[src/rtl/psfm_pkg.sv]
// ----------------------------------------------------------------------------
// psfm_pkg
// Shared types and constants for the planar span fill mask generator.
// ----------------------------------------------------------------------------
package psfm_pkg;

  localparam int unsigned SCREEN_WIDTH_DEF   = 320;
  localparam int unsigned SCREEN_HEIGHT_DEF  = 200;
  localparam int unsigned BYTES_PER_LINE_DEF = 160;

  localparam int unsigned AddrWidth  = 24;
  localparam int unsigned XWidth     = 11;
  localparam int unsigned RowWidth   = 10;
  localparam int unsigned ColWidth   = 4;
  localparam int unsigned MaskWidth  = 16;
  localparam int unsigned GroupBytes = 8;

  typedef enum logic [1:0] {
    ST_IDLE,
    ST_SETUP,
    ST_EMIT
  } state_e;

  typedef struct packed {
    logic load;
    logic setup;
    logic advance;
  } dp_cmd_t;

  typedef struct packed {
    logic span_ok;
    logic at_last;
  } dp_status_t;

endpackage

[src/rtl/psfm_ctrl.sv]
// ----------------------------------------------------------------------------
// psfm_ctrl
// Sequencer: accepts one span, sets up its line address, then steps through
// the 16-pixel groups one output transaction at a time.
// ----------------------------------------------------------------------------
module psfm_ctrl (
  input  logic                   clk_i,
  input  logic                   rst_ni,
  input  logic                   in_valid_i,
  output logic                   in_stall_o,
  output logic                   out_valid_o,
  input  logic                   out_stall_i,
  input  psfm_pkg::dp_status_t   status_i,
  output psfm_pkg::dp_cmd_t      cmd_o
);

  psfm_pkg::state_e state_q, state_d;

  always_ff @(posedge clk_i or negedge rst_ni) begin
    if (!rst_ni) begin
      state_q <= psfm_pkg::ST_IDLE;
    end else begin
      state_q <= state_d;
    end
  end

  always_comb begin
    state_d = state_q;
    case (state_q)
      psfm_pkg::ST_IDLE: begin
        if (in_valid_i && status_i.span_ok) begin
          state_d = psfm_pkg::ST_SETUP;
        end
      end
      psfm_pkg::ST_SETUP: begin
        state_d = psfm_pkg::ST_EMIT;
      end
      psfm_pkg::ST_EMIT: begin
        if (!out_stall_i && status_i.at_last) begin
          state_d = psfm_pkg::ST_IDLE;
        end
      end
      default: begin
        state_d = psfm_pkg::ST_IDLE;
      end
    endcase
  end

  always_comb begin
    in_stall_o    = 1'b1;
    out_valid_o   = 1'b0;
    cmd_o.load    = 1'b0;
    cmd_o.setup   = 1'b0;
    cmd_o.advance = 1'b0;
    case (state_q)
      psfm_pkg::ST_IDLE: begin
        in_stall_o = 1'b0;
        cmd_o.load = in_valid_i;
      end
      psfm_pkg::ST_SETUP: begin
        cmd_o.setup = 1'b1;
      end
      psfm_pkg::ST_EMIT: begin
        out_valid_o   = 1'b1;
        cmd_o.advance = !out_stall_i && !status_i.at_last;
      end
      default: begin
        in_stall_o = 1'b1;
      end
    endcase
  end

endmodule

[src/rtl/psfm_datapath.sv]
// ----------------------------------------------------------------------------
// psfm_datapath
// Clipping, line address, group counter and edge mask generation.
// ----------------------------------------------------------------------------
module psfm_datapath #(
  parameter int unsigned SCREEN_WIDTH   = psfm_pkg::SCREEN_WIDTH_DEF,
  parameter int unsigned SCREEN_HEIGHT  = psfm_pkg::SCREEN_HEIGHT_DEF,
  parameter int unsigned BYTES_PER_LINE = psfm_pkg::BYTES_PER_LINE_DEF
) (
  input  logic                                clk_i,
  input  logic                                rst_ni,
  input  logic                                cfg_we_i,
  input  logic [psfm_pkg::AddrWidth-1:0]      cfg_wdata_i,
  input  logic [psfm_pkg::XWidth-1:0]         span_start_x_i,
  input  logic [psfm_pkg::XWidth-1:0]         span_end_x_i,
  input  logic [psfm_pkg::RowWidth-1:0]       span_row_i,
  input  logic [psfm_pkg::ColWidth-1:0]       colour_i,
  input  psfm_pkg::dp_cmd_t                   cmd_i,
  output psfm_pkg::dp_status_t                status_o,
  output logic [psfm_pkg::AddrWidth-1:0]      word_address_o,
  output logic [psfm_pkg::MaskWidth-1:0]      pixel_mask_o,
  output logic [psfm_pkg::ColWidth-1:0]       plane_enable_o,
  output logic                                last_o
);

  localparam int unsigned XW  = ($clog2(SCREEN_WIDTH) > 5) ? $clog2(SCREEN_WIDTH) : 5;
  localparam int unsigned GW  = XW - 4;
  localparam int unsigned RW  = ($clog2(SCREEN_HEIGHT) > 1) ? $clog2(SCREEN_HEIGHT) : 1;
  localparam int unsigned AW  = psfm_pkg::AddrWidth;
  localparam int unsigned MW  = psfm_pkg::MaskWidth;
  localparam logic [psfm_pkg::XWidth-1:0]   LastCol   = psfm_pkg::XWidth'(SCREEN_WIDTH - 1);
  localparam logic [psfm_pkg::RowWidth:0]   RowLimit  = (psfm_pkg::RowWidth + 1)'(SCREEN_HEIGHT);
  localparam logic [AW-1:0]                 LineBytes = AW'(BYTES_PER_LINE);
  localparam logic [AW-1:0]                 GroupStep = AW'(psfm_pkg::GroupBytes);
  localparam logic [MW-1:0]                 FullMask  = '1;

  logic [AW-1:0]               frame_base_q;
  logic [XW-1:0]               xs_q;
  logic [XW-1:0]               xe_q;
  logic [AW-1:0]               row_off_q;
  logic [psfm_pkg::ColWidth-1:0] colour_q;
  logic [GW-1:0]               grp_q, grp_d;
  logic [AW-1:0]               addr_q, addr_d;

  logic [psfm_pkg::XWidth-1:0] xs_clip;
  logic [psfm_pkg::XWidth-1:0] xe_clip;
  logic                        row_ok;
  logic                        span_empty;
  logic [RW-1:0]               row_sel;
  logic [GW-1:0]               gs;
  logic [GW-1:0]               ge;
  logic [MW-1:0]               head_mask;
  logic [MW-1:0]               tail_mask;
  logic [3:0]                  tail_shift;

  always_ff @(posedge clk_i or negedge rst_ni) begin
    if (!rst_ni) begin
      frame_base_q <= '0;
    end else if (cfg_we_i) begin
      frame_base_q <= cfg_wdata_i;
    end
  end

  assign xs_clip = span_start_x_i[psfm_pkg::XWidth-1] ? '0 : span_start_x_i;
  assign xe_clip = ($signed(span_end_x_i) > $signed(LastCol)) ? LastCol : span_end_x_i;
  assign span_empty = $signed(xs_clip) > $signed(xe_clip);
  assign row_ok = !span_row_i[psfm_pkg::RowWidth-1]
                  && ({1'b0, span_row_i} < RowLimit);
  assign row_sel = span_row_i[RW-1:0];

  assign status_o.span_ok = row_ok && !span_empty;

  always_ff @(posedge clk_i) begin
    if (cmd_i.load) begin
      xs_q      <= xs_clip[XW-1:0];
      xe_q      <= xe_clip[XW-1:0];
      row_off_q <= AW'(row_sel) * LineBytes;
      colour_q  <= colour_i;
    end
  end

  assign gs = xs_q[XW-1:4];
  assign ge = xe_q[XW-1:4];

  always_comb begin
    grp_d  = grp_q;
    addr_d = addr_q;
    if (cmd_i.setup) begin
      grp_d  = gs;
      addr_d = frame_base_q + row_off_q + (AW'(gs) << 3);
    end else if (cmd_i.advance) begin
      grp_d  = grp_q + GW'(1);
      addr_d = addr_q + GroupStep;
    end
  end

  always_ff @(posedge clk_i) begin
    grp_q  <= grp_d;
    addr_q <= addr_d;
  end

  assign status_o.at_last = (grp_q == ge);

  assign tail_shift = 4'd15 - xe_q[3:0];
  assign head_mask  = (grp_q == gs) ? (FullMask >> xs_q[3:0]) : FullMask;
  assign tail_mask  = (grp_q == ge) ? (FullMask << tail_shift) : FullMask;

  assign word_address_o = addr_q;
  assign pixel_mask_o   = head_mask & tail_mask;
  assign plane_enable_o = colour_q;
  assign last_o         = status_o.at_last;

endmodule

[src/rtl/planar_span_fill_masks.sv]
// ----------------------------------------------------------------------------
// planar_span_fill_masks
// Turns horizontal span requests into masked group writes for an interleaved
// four-plane frame buffer.
// ----------------------------------------------------------------------------
// Input channel: one span transaction (start x, end x, row, colour) is taken
// when in_valid_i is high and in_stall_o is low. The span is clipped to the
// screen; an off-screen row or an empty span produces no output and the
// block is ready again in the next cycle.
// Output channel: one write transaction per 16-pixel group, left to right,
// with byte address, trimmed pixel mask, plane enables and last marker,
// taken when out_valid_o is high and out_stall_i is low.
// The first group appears in the ST_EMIT state, entered through ST_SETUP
// after the span is taken. Only one span is handled at a time; the single
// group counter steps once per output transaction. A stall on the output
// holds the current group and its payload, and holds off the next span.
// Reset clears the sequencer and sets frame_base to zero. frame_base is
// written through cfg_we_i / cfg_wdata_i; the user must write it only while
// the block is idle, as the block itself does not enforce this.
// ----------------------------------------------------------------------------
module planar_span_fill_masks #(
  parameter int unsigned SCREEN_WIDTH   = psfm_pkg::SCREEN_WIDTH_DEF,
  parameter int unsigned SCREEN_HEIGHT  = psfm_pkg::SCREEN_HEIGHT_DEF,
  parameter int unsigned BYTES_PER_LINE = psfm_pkg::BYTES_PER_LINE_DEF
) (
  input  logic                                clk_i,
  input  logic                                rst_ni,
  input  logic                                cfg_we_i,
  input  logic [psfm_pkg::AddrWidth-1:0]      cfg_wdata_i,
  input  logic                                in_valid_i,
  output logic                                in_stall_o,
  input  logic [psfm_pkg::XWidth-1:0]         span_start_x_i,
  input  logic [psfm_pkg::XWidth-1:0]         span_end_x_i,
  input  logic [psfm_pkg::RowWidth-1:0]       span_row_i,
  input  logic [psfm_pkg::ColWidth-1:0]       colour_i,
  output logic                                out_valid_o,
  input  logic                                out_stall_i,
  output logic [psfm_pkg::AddrWidth-1:0]      word_address_o,
  output logic [psfm_pkg::MaskWidth-1:0]      pixel_mask_o,
  output logic [psfm_pkg::ColWidth-1:0]       plane_enable_o,
  output logic                                last_o
);

  psfm_pkg::dp_cmd_t    cmd;
  psfm_pkg::dp_status_t status;

  psfm_ctrl u_ctrl (
    .clk_i       (clk_i),
    .rst_ni      (rst_ni),
    .in_valid_i  (in_valid_i),
    .in_stall_o  (in_stall_o),
    .out_valid_o (out_valid_o),
    .out_stall_i (out_stall_i),
    .status_i    (status),
    .cmd_o       (cmd)
  );

  psfm_datapath #(
    .SCREEN_WIDTH   (SCREEN_WIDTH),
    .SCREEN_HEIGHT  (SCREEN_HEIGHT),
    .BYTES_PER_LINE (BYTES_PER_LINE)
  ) u_datapath (
    .clk_i          (clk_i),
    .rst_ni         (rst_ni),
    .cfg_we_i       (cfg_we_i),
    .cfg_wdata_i    (cfg_wdata_i),
    .span_start_x_i (span_start_x_i),
    .span_end_x_i   (span_end_x_i),
    .span_row_i     (span_row_i),
    .colour_i       (colour_i),
    .cmd_i          (cmd),
    .status_o       (status),
    .word_address_o (word_address_o),
    .pixel_mask_o   (pixel_mask_o),
    .plane_enable_o (plane_enable_o),
    .last_o         (last_o)
  );

endmodule

[config.mk]
export PLATFORM = sky130hd
export DESIGN_NAME = planar_span_fill_masks
export DESIGN_NICKNAME = d
export VERILOG_FILES = /design/src/rtl/psfm_pkg.sv /design/src/rtl/psfm_ctrl.sv /design/src/rtl/psfm_datapath.sv /design/src/rtl/planar_span_fill_masks.sv
export SDC_FILE = /design/constraint.sdc
export NUM_CORES = 1
export LEC_CHECK = 0
export BUFFER_PORTS_ARGS = -buffer_cell sky130_fd_sc_hd__buf_2
export CAP_MARGIN = 30
export CORE_UTILIZATION = 50
export DETAILED_ROUTE_END_ITERATION = 10
export GPL_ROUTABILITY_DRIVEN = 1
export GPL_TIMING_DRIVEN = 0
export PLACE_DENSITY = 0.87
export REMOVE_ABC_BUFFERS = 1
export SYNTH_ARGS = -nofsm -noshare
export SYNTH_HDL_FRONTEND = slang
export SYNTH_SLANG_ARGS = --single-unit
export TNS_END_PERCENT = 1
[constraint.sdc]
create_clock -name clk_i -period 3.7 [get_ports clk_i]
set_clock_uncertainty 0.2 [all_clocks]
set_input_delay 0.37 -clock clk_i [delete_from_list [all_inputs] [get_ports clk_i]]
set_output_delay 0.37 -clock clk_i [all_outputs]
set_load 0.01 [all_outputs]
==> results of run 1 <==
==> cells by family after synthesis <==
| kind of cell | count (synthesis) |
|---|---|
| XOR/XNOR | 54 |
| adder cells (fa/ha/maj) | 52 |
| AND/OR/NAND/NOR | 140 |
| flip-flops | 88 |
| multiplexers | 24 |
| buffers and inverters | 31 |
| AO/OA/AOI/OAI | 100 |
==> state kept, by name, indices dropped and copies added (netlist names) <==
name / flops
u_datapath.frame_base_q: 24
u_datapath.word_address_o: 24
u_datapath.row_off_q: 11
u_datapath.xe_q: 9
u_datapath.xs_q: 9
u_datapath.grp_q: 5
u_datapath.plane_enable_o: 4
u_ctrl.state_q: 2
==> layer usage <==
layer | vias to the layer above | GRT usage, % | share of wire, %
li1 | 2012 | - | -
met1 | 1990 | 28.5 | 42
met2 | 144 | 37.5 | 50
met3 | 17 | 6.12 | 6.2
met4 | 2 | 6.94 | 1.5
met5 | - | 0 | 0.10
==> layout by cell type, fill, tap and decap left out, types with 4 or more instances in the layout <==
master	synthesis	routed
a211oi_1	4	4
xnor2_1	36	36
nand4_1	6	6
and2_1	6	6
dlygate4sd3_1	0	7
nor2b_1	12	12
nand2_1	37	37
fa_1	5	5
nand3_1	18	18
xor2_1	18	18
mux2_2	24	24
inv_1	17	17
clkbuf_8	0	9
a21oi_1	33	33
nor2_1	31	30
ha_1	47	47
dfrtp_1	26	26
a21o_1	9	9
buf_2	0	111
o21ai_0	26	26
edfxtp_1	62	62
nand2b_1	8	8
==> power by group through the flow <==
stage	clock network, W	logic (W)	registers (W)
after CTS	0.000744	0.00114	0.00145
after detailed placement	0	0.00112	0.00147
after floorplan	0	0.000767	0.00146
after global placement	0	0.00103	0.00146
after global routing	0.000791	0.00127	0.00148
final	0.000734	0.00115	0.00145
==> timing repair <==
action,in CTS,in global routing
hold buffers,7,0
endpoints found under the hold margin,32,0
gates resized for setup,0,0
==> final timing paths <==
check	to	slack [ns]	cells past startpoint
setup / recovery	u_datapath.word_address_o[18]$_DFFE_PP_	0.28	9
hold / removal	u_datapath.frame_base_q[8]$_DFFE_PN0P_	0.03	2
setup reg to reg	u_datapath.word_address_o[18]$_DFFE_PP_	0.28	9
hold reg to reg	u_datapath.frame_base_q[0]$_DFFE_PN0P_	0.31	1
max in group asynchronous	u_ctrl.state_q[0]$_DFFE_PN0P_	2.54	2
min in group asynchronous	u_datapath.frame_base_q[16]$_DFFE_PN0P_	0.35	2
==> critical path: stages, from the launching register on <==
cell and delay [ns]:
edfxtp_1 0.49, fa_1 0.55, fa_1 0.50, a211oi_1 0.32
o21ai_2 0.12, o2111ai_1 0.24, a41o_1 0.30, and2b_1 0.21
xnor2_1 0.16, a21oi_1 0.09
==> through the flow <==
stage / utilization (%) / setup slack, ns / area (um2) / power (W)
after floorplan: - / 0.137 / 5340 / 0.00223
after global placement: 58.5 / -0.704 / 6070 / 0.00250
after detailed placement: 59.0 / 0.341 / 6120 / 0.00258
after CTS: 61.8 / 0.306 / 6410 / 0.00333
after global routing: 61.8 / 0.110 / 6410 / 0.00354
final: 61.8 / 0.284 / 6410 / 0.00333
==> final cells by class <==
type | instances | share of cell area, %
Timing Repair Buffer | 120 | 10.3
Sequential cell | 88 | 39.2
Clock inverter | 7 | 1.44
Tap cell | 136 | 2.65
Multi-Input combinational cell | 370 | 43.5
Clock buffer | 9 | 1.93
Inverter | 17 | 0.996
==> impl_metrics.json, run 1 <==
{
  "grt_max_degree": 39,
  "cap_violations": 0,
  "cts_root_buffer": "clkbuf_8",
  "synthSimpleGateAreaFrac_pct": 13.2,
  "hold_start": "cfg_wdata_i[8]",
  "antenna_cells": 0,
  "synthMuxAreaShare_pct": 5.01,
  "firstDrtPassIters": 6,
  "critPathMaxFanout": 3,
  "hold_violations": 0,
  "synth_warnings": 0,
  "synth.most_common_cell": "edfxtp_1",
  "drive_gt1_share_pct": 26.7,
  "syn2layout_area_growth_pct": 18.8,
  "clock_power_share_pct": 22.0,
  "seqPwrFrac_pct": 43.6,
  "internal_power_w": 0.00217,
  "fin_crit_sh_pct": 92.3,
  "dieHeight_um": 106,
  "synth_common_cells": "edfxtp_1 (62), ha_1 (47), nand2_1 (37)",
  "htree_levels": 3,
  "r2r_start": "u_datapath.xs_q[6]$_DFFE_PP_",
  "fmax_ghz": 0.293,
  "multi_input_area_um2": 2790,
  "finalMaxSlewViolations": 0,
  "gp_congestion": 0.892,
  "ys.flop_type": "edfxtp_1",
  "arrival_ns": 3.34,
  "synth.avg_cell_area_um2": 11.0,
  "core_um2": 10400,
  "clk_path_buf_depth": 2,
  "rsz0062_at_grt": "no",
  "synth_seq_cells": 88,
  "wl_per_cell_um": 16.0,
  "powerDensity_nw_per_um2": 520,
  "fin_crit_ns": 3.42,
  "holdWs_ns": 0.0294,
  "synth_top_family_by_area": "simple AND/OR/NAND/NOR gates",
  "synthDistinctLibCells": 50,
  "fin_nets": 723,
  "rows": 37,
  "synth_compound_area_share_pct": 11.5,
  "drt_iter0_markers": 298,
  "wl_um": 11900,
  "tightest_slew_ns": 0.918,
  "startpoint_type": "flop",
  "swShare_pct": 34.7,
  "via_per_inst": 5.58,
  "hp-class": "in -> reg",
  "synth_xor_area_share_pct": 8.77,
  "grt_pass1_wl_um": 19800,
  "portBuffers": 111,
  "vias": 4165,
  "synth-seq-area-share_pct": 46.6,
  "dp_cells": 724,
  "initial_utilization_pct": 52.0,
  "synth.top_cell.area_share_pct": 34.5,
  "power.switching_w": 0.00116,
  "instances_no_fill": 747,
  "n_fill_cell": 841,
  "dp.final_hpwl_um": 8870,
  "io_pins": 112,
  "antenna_found_initial": 2,
  "leakagePower_nw": 2.67,
  "synth_edf_count": 62,
  "crit_type": "reg -> reg",
  "cts-buffers-inserted": 9,
  "startpoint": "u_datapath.xs_q[6]$_DFFE_PP_",
  "netlist_instances": 489,
  "netlist_area_um2": 5400,
  "cts_tree": "done",
  "power_frac_comb_pct": 34.4,
  "crit_path_end_kind": "flop",
  "status": "complete, no violations",
  "seq_area_um2": 2510,
  "worstPathRequired_ns": 3.62,
  "grt.overflow.total": 0,
  "grt_pass1_vias": 4155,
  "die_area_um2": 11200,
  "die_w_um": 106,
  "relSlewSlack_pct": 38.7,
  "drc_errors": 0,
  "cts_sinks": 88,
  "grt_usage_pct": 22.5,
  "async_flop_share_pct": 29.5,
  "yosysTopAreaCell": "edfxtp_1",
  "vdd_drop_max_mv": 0.212,
  "post_cts_buffers": 0,
  "synthTopCellsByArea": "edfxtp_1 (35%), dfrtp_1 (12%), ha_1 (11%), xnor2_1 (5.8%), mux2_2 (5.0%)",
  "insertion_delay_ns": 0.37,
  "synth_adder_area_share_pct": 12.8,
  "setup_viol": 0,
  "clk_pin_slew_ns": 0.09,
  "fin_tns_setup_ns": 0,
  "antenna_left": 0
}
Note: power is estimated with default switching activity, not from simulation.
==> inputs of run 2 (changes only) <==
--- a/config.mk
+++ b/config.mk
@@ -7,11 +7,12 @@
 export LEC_CHECK = 0
 export BUFFER_PORTS_ARGS = -buffer_cell sky130_fd_sc_hd__buf_2
 export CAP_MARGIN = 30
-export CORE_UTILIZATION = 50
+export CORE_MARGIN = 4
+export CORE_UTILIZATION = 30
 export DETAILED_ROUTE_END_ITERATION = 10
 export GPL_ROUTABILITY_DRIVEN = 1
 export GPL_TIMING_DRIVEN = 0
-export PLACE_DENSITY = 0.87
+export PLACE_DENSITY = 0.61
 export REMOVE_ABC_BUFFERS = 1
 export SYNTH_ARGS = -nofsm -noshare
 export SYNTH_HDL_FRONTEND = slang
==> run 2 against run 1 <==
  * Sequential cell count is the same
  * Worst hold slack lost 0.0086 ns
  * Sequential power is essentially flat
  * Wire length grew 4.3%
  * Final area grew 2.7%
  * Register-to-register slack gained 0.02 ns
  * Critical endpoint is now u_datapath.word_address_o[21]$_DFFE_PP_
  * Core utilization shrank 24 points
  * Largest power group unchanged
  * Total power grew 4.1%
==> impl_metrics.json, run 2 (synthesized netlist as in run 1, its figures left out) <==
{
  "final_cell_mix": "buf_2 (111), edfxtp_1 (62), ha_1 (47), nand2_1 (37), xnor2_1 (36)",
  "grt_pass1_vias": 4173,
  "power_w": 0.00347,
  "wl_met2_um": 5810,
  "portBuffers": 111,
  "drc_errors": 0,
  "fin_crit_sh_pct": 91.8,
  "worstPathRequired_ns": 3.60,
  "clk_path_buf_depth": 2,
  "fin_nets": 721,
  "htree_levels": 3,
  "drt_iter0_markers": 217,
  "ctsHoldBuffers": 5,
  "cts_tree": "done",
  "fin_util_pct": 37.7,
  "vdd_drop_max_mv": 0.227,
  "dieHeight_um": 142,
  "insertion_delay_ns": 0.35,
  "top_layer": "met5",
  "antenna_left": 0,
  "cts_root_buffer": "clkbuf_16",
  "status": "complete, no violations",
  "dp.final_hpwl_um": 9680,
  "relSlewSlack_pct": 36.2,
  "cts-buffers-inserted": 9,
  "clk_pin_slew_ns": 0.06,
  "crit_path_end_kind": "flop",
  "post_cts_buffers": 0,
  "syn2layout_area_growth_pct": 22.0,
  "crit_type": "reg -> reg",
  "leakagePower_nw": 2.69,
  "setup_slack_ns": 0.304,
  "place_area_um2": 6240,
  "initial_utilization_pct": 30.9,
  "rsz0062_at_grt": "no",
  "io_pins": 112,
  "fin_crit_ns": 3.40,
  "seq_area_um2": 2510,
  "hp-class": "in -> reg",
  "firstDrtPassIters": 4,
  "n_fill_cell": 1698,
  "vias": 4008,
  "core_um2": 17500,
  "wl_um": 12400,
  "cts.repair.resized": 0,
  "startpoint_type": "flop",
  "antenna_cells": 0,
  "antenna_found_initial": 2,
  "met1_length_um": 5690,
  "rows": 48,
  "gp_congestion": 0.806,
  "finalMaxSlewViolations": 0,
  "dp_cells": 813,
  "grt.overflow.total": 0,
  "cap_violations": 0,
  "met3_wirelength_um": 747,
  "powerDensity_nw_per_um2": 527,
  "dp_slack_ns": 0.329,
  "hold_violations": 0,
  "tightest_slew_ns": 0.954,
  "via_per_inst": 4.81,
  "drive_gt1_share_pct": 26.8,
  "grt_max_degree": 38,
  "grt_usage_pct": 12.6,
  "arrival_ns": 3.29,
  "wl_per_cell_um": 14.9,
  "setup_viol": 0,
  "grt_pass1_wl_um": 20500,
  "final_common_cell": "buf_2",
  "multi_input_area_um2": 2790,
  "design_area_um2": 6580,
  "die_w_um": 142,
  "die_area_um2": 20200,
  "instances_no_fill": 834,
  "cts_sinks": 88,
  "critPathMaxFanout": 5,
  "fmax_ghz": 0.294
}
==> run 2: cell count changes in the layout (fill, tap and decap cells not counted), sizes merged <==
cell         previous run  this run
clkbuf                  9        11
dlygate4sd3             7         5
clkinvlp                1         2
bufinv                  2         1
inv                    19        17
==> run 2: final timing paths <==
kind	from	slack (ns)	end	depth (start not counted)
max in group asynchronous	rst_ni	2.48	u_datapath.frame_base_q[0]$_DFFE_PN0P_	2
setup / recovery	u_datapath.xs_q[8]$_DFFE_PP_	0.30	u_datapath.word_address_o[21]$_DFFE_PP_	9
hold / removal	span_row_i[0]	0.02	u_datapath.row_off_q[5]$_DFFE_PP_	1
hold reg to reg	u_datapath.frame_base_q[0]$_DFFE_PN0P_	0.31	u_datapath.frame_base_q[0]$_DFFE_PN0P_	1
min in group asynchronous	rst_ni	0.39	u_datapath.frame_base_q[6]$_DFFE_PN0P_	2
setup reg to reg	u_datapath.xs_q[8]$_DFFE_PP_	0.30	u_datapath.word_address_o[21]$_DFFE_PP_	9
==> run 2: worst max-delay path: stages, from the launching register on <==
cell	delay [ns]
edfxtp_1	0.47
fa_1	0.49
ha_1	0.38
a21o_1	0.20
a21oi_1	0.18
a21oi_1	0.11
o21ai_0	0.59
a21boi_0	0.24
xnor2_1	0.19
a21oi_1	0.08
==> run 2: final cells by class <==
| cell class | instances | area share [%] |
|---|---|---|
| multi-input combinational | 370 | 42.3 |
| clock buffer | 11 | 3.53 |
| tap | 225 | 4.28 |
| inverter | 17 | 0.969 |
| clock inverter | 5 | 0.893 |
| sequential | 88 | 38.2 |
| timing repair buffer | 118 | 9.84 |
==> run 2: where the power goes <==
part / leakage [nW] / internal (W) / switching [W]
clock: 0.136 / 0.000524 / 0.000375
sequential: 0.895 / 0.00129 / 0.000157
combinational: 1.66 / 0.000497 / 0.000623
==> run 2: layer usage <==
layer	global-route usage [%]	up-vias
met5	0	-
met4	3.74	4
met3	3.63	15
met2	20.5	105
met1	16.4	1875
li1	-	2009
==> run 2: per-stage QoR <==
step	hold WS, ns	TNS [ns]
after floorplan	-0.126	0
after detailed placement	0.242	0
after global placement	0.224	-23.57
final	0.0207	0
after CTS	0.00869	0
after global routing	0.00611	0
